<file path="src/sv/vsf_pkg.sv">
// Package for the vertical seam finder: shared widths, register indexes,
// the sequencer state type and the configuration status struct.
// No dependencies; every other file of the block uses it.
package vsf_pkg;

  localparam int MAX_WIDTH_DEF  = 256;
  localparam int MAX_HEIGHT_DEF = 64;

  localparam int ENERGY_W    = 8;
  localparam int ENERGY_BITS = 8;
  localparam logic [ENERGY_W-1:0] ENERGY_MASK = ENERGY_W'((1 << ENERGY_BITS) - 1);

  localparam int COST_W = 14;
  localparam logic [COST_W-1:0] COST_MAX = '1;

  localparam int SEAM_ROW_W = 6;
  localparam int SEAM_COL_W = 8;

  localparam int CFG_INDEX_W  = 2;
  localparam int CFG_DATA_W   = 9;
  localparam int WIDTH_REG_W  = 9;
  localparam int HEIGHT_REG_W = 7;

  localparam logic [CFG_INDEX_W-1:0] REG_IMAGE_WIDTH  = 2'd0;
  localparam logic [CFG_INDEX_W-1:0] REG_IMAGE_HEIGHT = 2'd1;

  localparam logic [WIDTH_REG_W-1:0]  WIDTH_RESET  = 9'd256;
  localparam logic [HEIGHT_REG_W-1:0] HEIGHT_RESET = 7'd64;

  typedef enum logic [3:0] {
    ST_IDLE,
    ST_FETCH0,
    ST_FETCH,
    ST_CALC,
    ST_SCAN,
    ST_SCAN_LAST,
    ST_EMIT,
    ST_BT_CENTER,
    ST_BT_LEFT,
    ST_BT_RIGHT,
    ST_BT_PICK
  } seq_state_t;

  // Effective (clamped) image size and a pulse on every valid width or height register write.
  typedef struct packed {
    logic [WIDTH_REG_W-1:0]  width;
    logic [HEIGHT_REG_W-1:0] height;
    logic                    restart;
  } cfg_state_t;

endpackage

</file>
<file path="src/sv/vsf_cfg_if.sv">
// Configuration write channel of the vertical seam finder.
// Depends on vsf_pkg.
interface vsf_cfg_if;
  logic                             valid;
  logic                             ready;
  logic [vsf_pkg::CFG_INDEX_W-1:0]  index;
  logic [vsf_pkg::CFG_DATA_W-1:0]   data;

  modport source (output valid, output index, output data, input ready);
  modport sink   (input valid, input index, input data, output ready);
endinterface

</file>
<file path="src/sv/vsf_cfg.sv">
// Configuration registers of the vertical seam finder: image width and height,
// clamped to the supported range, plus a restart pulse. Depends on vsf_pkg, vsf_cfg_if.
module vsf_cfg #(
  parameter int MAX_WIDTH  = vsf_pkg::MAX_WIDTH_DEF,
  parameter int MAX_HEIGHT = vsf_pkg::MAX_HEIGHT_DEF
) (
  input  logic                clk,
  input  logic                rst_n,
  vsf_cfg_if.sink             cfg_ch,
  output vsf_pkg::cfg_state_t cfg_o
);

  logic [vsf_pkg::WIDTH_REG_W-1:0]  width_r, width_nxt;
  logic [vsf_pkg::HEIGHT_REG_W-1:0] height_r, height_nxt;
  logic                             wr_width, wr_height;

  assign cfg_ch.ready = 1'b1;
  assign wr_width  = cfg_ch.valid && (cfg_ch.index == vsf_pkg::REG_IMAGE_WIDTH);
  assign wr_height = cfg_ch.valid && (cfg_ch.index == vsf_pkg::REG_IMAGE_HEIGHT);

  always_comb begin
    width_nxt  = width_r;
    height_nxt = height_r;
    if (wr_width) begin
      width_nxt = cfg_ch.data[vsf_pkg::WIDTH_REG_W-1:0];
    end
    if (wr_height) begin
      height_nxt = cfg_ch.data[vsf_pkg::HEIGHT_REG_W-1:0];
    end
  end

  always_ff @(posedge clk) begin
    if (!rst_n) begin
      width_r  <= vsf_pkg::WIDTH_RESET;
      height_r <= vsf_pkg::HEIGHT_RESET;
    end else begin
      width_r  <= width_nxt;
      height_r <= height_nxt;
    end
  end

  // A zero size acts as one; anything above the storage size acts as the maximum.
  always_comb begin
    cfg_o.restart = wr_width || wr_height;
    if (width_r == '0) begin
      cfg_o.width = vsf_pkg::WIDTH_REG_W'(1);
    end else if (int'(width_r) > MAX_WIDTH) begin
      cfg_o.width = vsf_pkg::WIDTH_REG_W'(MAX_WIDTH);
    end else begin
      cfg_o.width = width_r;
    end
    if (height_r == '0) begin
      cfg_o.height = vsf_pkg::HEIGHT_REG_W'(1);
    end else if (int'(height_r) > MAX_HEIGHT) begin
      cfg_o.height = vsf_pkg::HEIGHT_REG_W'(MAX_HEIGHT);
    end else begin
      cfg_o.height = height_r;
    end
  end

endmodule

</file>
<file path="src/flat_wrapper.sv">
// flat-port wrapper written by rule: the top's interface ports become plain ports
module vsf_cfg_flat 
#(
  parameter int MAX_WIDTH  = vsf_pkg::MAX_WIDTH_DEF,
  parameter int MAX_HEIGHT = vsf_pkg::MAX_HEIGHT_DEF
)
  (clk, rst_n, cfg_o, cfg_ch_valid, cfg_ch_index, cfg_ch_data, cfg_ch_ready);
  vsf_cfg_if cfg_ch_i ();
  input  logic clk;
  input  logic rst_n;
  output vsf_pkg::cfg_state_t cfg_o;
  input wire logic [$bits(cfg_ch_i.valid)-1:0] cfg_ch_valid;
  input wire logic [$bits(cfg_ch_i.index)-1:0] cfg_ch_index;
  input wire logic [$bits(cfg_ch_i.data)-1:0] cfg_ch_data;
  output wire logic [$bits(cfg_ch_i.ready)-1:0] cfg_ch_ready;
  assign cfg_ch_i.valid = cfg_ch_valid;
  assign cfg_ch_i.index = cfg_ch_index;
  assign cfg_ch_i.data = cfg_ch_data;
  assign cfg_ch_ready = cfg_ch_i.ready;
  vsf_cfg #(.MAX_WIDTH(MAX_WIDTH), .MAX_HEIGHT(MAX_HEIGHT)) u_core (.clk(clk), .rst_n(rst_n), .cfg_ch(cfg_ch_i), .cfg_o(cfg_o));
endmodule
</file>
<file path="config.mk">
export PLATFORM = sky130hd
export DESIGN_NAME = vsf_cfg_flat
export DESIGN_NICKNAME = d
export VERILOG_FILES = /design/src/sv/vsf_pkg.sv /design/src/sv/vsf_cfg_if.sv /design/src/sv/vsf_cfg.sv /design/src/flat_wrapper.sv
export SDC_FILE = /design/constraint.sdc
export NUM_CORES = 1
export LEC_CHECK = 0
export ABC_AREA = 1
export ABC_CLOCK_PERIOD_IN_PS = 1900
export BUFFER_PORTS_ARGS = -buffer_cell sky130_fd_sc_hd__buf_2
export CAP_MARGIN = 20
export CORE_MARGIN = 3
export CORE_UTILIZATION = 49
export DETAILED_ROUTE_END_ITERATION = 8
export MAX_ROUTING_LAYER = met4
export PLACE_DENSITY_LB_ADDON = 0.08
export SYNTH_ARGS = -nofsm -noshare
export SYNTH_HDL_FRONTEND = slang
export SYNTH_SLANG_ARGS = --single-unit
</file>
<file path="constraint.sdc">
create_clock -name clk -period 1.9 [get_ports clk]
set_clock_uncertainty 0.1 [all_clocks]
set_input_delay 0.38 -clock clk [delete_from_list [all_inputs] [get_ports clk]]
set_output_delay 0.38 -clock clk [all_outputs]
set_load 0.01 [all_outputs]
</file>
==> impl_metrics.py <==
metrics = {
    "setup_path": {
        "endpoint_kind": "primary output",
        "critPathMaxFanout": 7,
        "arrival_ns": 1.30,
        "critPathLaunchType": "flip-flop",
        "cp.required_ns": 1.42,
        "crit_type": "reg -> out",
    },
    "power": {
        "peakVddDrop_uv": 514.7,
        "power_leakage_nw": 0.4883,
        "p_per_area_nw_per_um2": 757.5,
    },
    "die": {
        "dieArea_sq_um": 2088,
        "core_area_sq_um": 1383,
        "dieWidth_um": 45.69,
        "die_y_um": 45.69,
        "io_pins": 32,
        "rows": 13,
        "initial_core_util": 0.5584,
    },
    "global_route": {
        "grt_pass1_vias": 648,
        "gr-total-overflow": 0,
        "grt_use_met3": 0.04743,
        "grt_util_all_layers": 0.1796,
        "use_met1": 0.2289,
        "use_met2": 0.2618,
        "grt_pass1_wl_um": 2608,
        "antenna_found_initial": 0,
        "grt_max_degree": 17,
        "grt.busiest_layer": "met2",
    },
    "finish": {
        "final_nets": 159,
        "seq_area_sq_um": 320.3,
        "final_util": 0.6896,
        "drive_gt1_frac": 0.3125,
        "multi_input_area_sq_um": 344.1,
        "fillCellCount": 134,
        "areaGrowthSynthToFinish_pct": 23.50,
        "instances_no_fill": 159,
        "diodes": 0,
    },
    "clock_network": {
        "cts_setup_buffers": 0,
        "clock_latency_ns": 0.28,
        "htreeDepth": 1,
        "cts-root-buf": "clkbuf_4",
        "cts_made_buffers": 3,
        "clk_pin_slew_ns": 0.09,
        "cts_resized": 0,
        "clock_sinks": 16,
        "clk_path_buf_depth": 2,
        "cts_tree": "built",
        "hold_buffers": 0,
    },
    "synthesis": {
        "postSynthAreaPerCell_sq_um": 6.772,
        "synth-main-ff-cell": "dfxtp_1",
        "synth_top_area_cell": "dfxtp_1",
        "syn-instance-count": 114,
        "synth_common_cells": "nor2_1, inv_1, dfxtp_1, nand2_1, o21ai_0",
        "yosysUniqueCellTypes": 22,
        "ys_async_sr_fraction": 0,
        "ys_seq_elements": 16,
        "synth_area_sq_um": 772.0,
        "yosys-top-cells-area": "dfxtp_1, nor2_1, inv_1",
        "synth_top_area_frac": 0.4149,
        "synth_nets": 128,
        "ys_seq_area_frac": 0.4149,
        "synth_edf_count": 0,
        "ys_warn_count": 0,
        "yosysMostFrequentCell": "nor2_1",
    },
    "sta": {
        "tns_ns": 0,
        "hold_viol": 0,
        "finalCritPeriodShare": 0.9390,
        "fin_ws_ns": 0.1160,
        "setup_viol": 0,
        "slew_violations": 0,
        "max_freq_ghz": 0.5605,
        "rsz0062_at_grt": "no",
        "period_needed_ns": 1.784,
    },
    "routing": {
        "ant_nets": 0,
        "dr.first_iter.drc_count": 21,
        "num_vias": 773,
        "post_drt_wl_per_cell_um": 9.899,
        "viasPerCell": 4.862,
        "drc_errors": 0,
        "routed_wl_um": 1574,
        "drt_first_pass_iters": 4,
    },
    "run_status": {
        "status": "completed",
    },
    "run": {
        "cap_violations": 0,
    },
    "place": {
        "gp_congestion": 0.8214,
        "dp_cells": 155,
        "place.detailed.hpwl_um": 1267,
        "dp_slack_ns": 0.4415,
        "io_buffers": 30,
    },
    "hold_path": {
        "hp-class": "in -> reg",
    },
}
[through the flow]
| step | power, W | instance area (sq um) | hold slack, ns |
|---|---|---|---|
| finish | 0.0007222 | 953.4 | 0.2059 |
| global route | 0.0007712 | 953.4 | 0.2252 |
| CTS | 0.0007308 | 953.4 | 0.1956 |
| detailed placement | 0.0005102 | 917.1 | 0.3683 |
| global placement | 0.0005059 | 917.1 | 0.3583 |
| floorplan | 0.0004638 | 772.0 | 0.3438 |
[cells in the final DEF, fill, tap and decap left out, types with 2 or more instances in the layout]
cell	count
clkbuf_4	3
a21oi_1	7
o21ai_0	10
buf_2	30
inv_1	17
nand2_1	10
o21ai_2	3
nor2_1	33
dfxtp_1	16
nor2_2	2
o21ai_1	2
[metal layers]
metal | vias to the layer above | share of wire
met4 | 0 | 0.013
met1 | 343 | 0.42
met2 | 21 | 0.49
li1 | 405 | -
met5 | - | 0
met3 | 4 | 0.069
[final timing paths]
kind | cells after the start | endpoint | slack [ns] | from
worst max-delay path | 6 | cfg_o[15] | 0.12 | u_core.width_r[0]
worst min-delay path | 3 | u_core.width_r[8] | 0.21 | cfg_ch_data[8]
worst min register to register | 2 | u_core.width_r[6] | 0.38 | u_core.width_r[6]
worst max register to register | 2 | u_core.width_r[8] | 1.13 | u_core.width_r[8]
[worst max-delay path: stages, from the launching register on]
cell and delay [ns]:
dfxtp_1 0.34, nor2_1 0.11, nand2_1 0.08, o21ai_2 0.15
inv_2 0.09, nor2_1 0.11, buf_2 0.14
[power breakdown]
group | internal [W] | total [W] | switching [W]
sequential | 0.000353 | 0.000364 | 0.0000113
combinational | 0.0000532 | 0.000137 | 0.0000840
clock | 0.000117 | 0.000221 | 0.000104
total | 0.000523 | 0.000722 | 0.000199
[state kept, by name, indices dropped and copies added (netlist names)]
register / count
u_core.height_r: 7
u_core.width_r: 9
[final cells by class]
| type | count | share of cell area |
|---|---|---|
| clock buffer | 4 | 0.03806 |
| inverter | 19 | 0.08005 |
| multi-input combinational | 74 | 0.3609 |
| sequential | 16 | 0.3360 |
| tap | 15 | 0.01969 |
| timing repair buffer | 31 | 0.1654 |
[logic make-up after synthesis]
kind of cell,after synthesis,synth area share
AND/OR/NAND/NOR,49,0.2626
AO/OA/AOI/OAI,24,0.1783
buffers and inverters,24,0.1394
flip-flops,16,0.4149
other,1,0.004858
(Power assumes the default switching activity.)
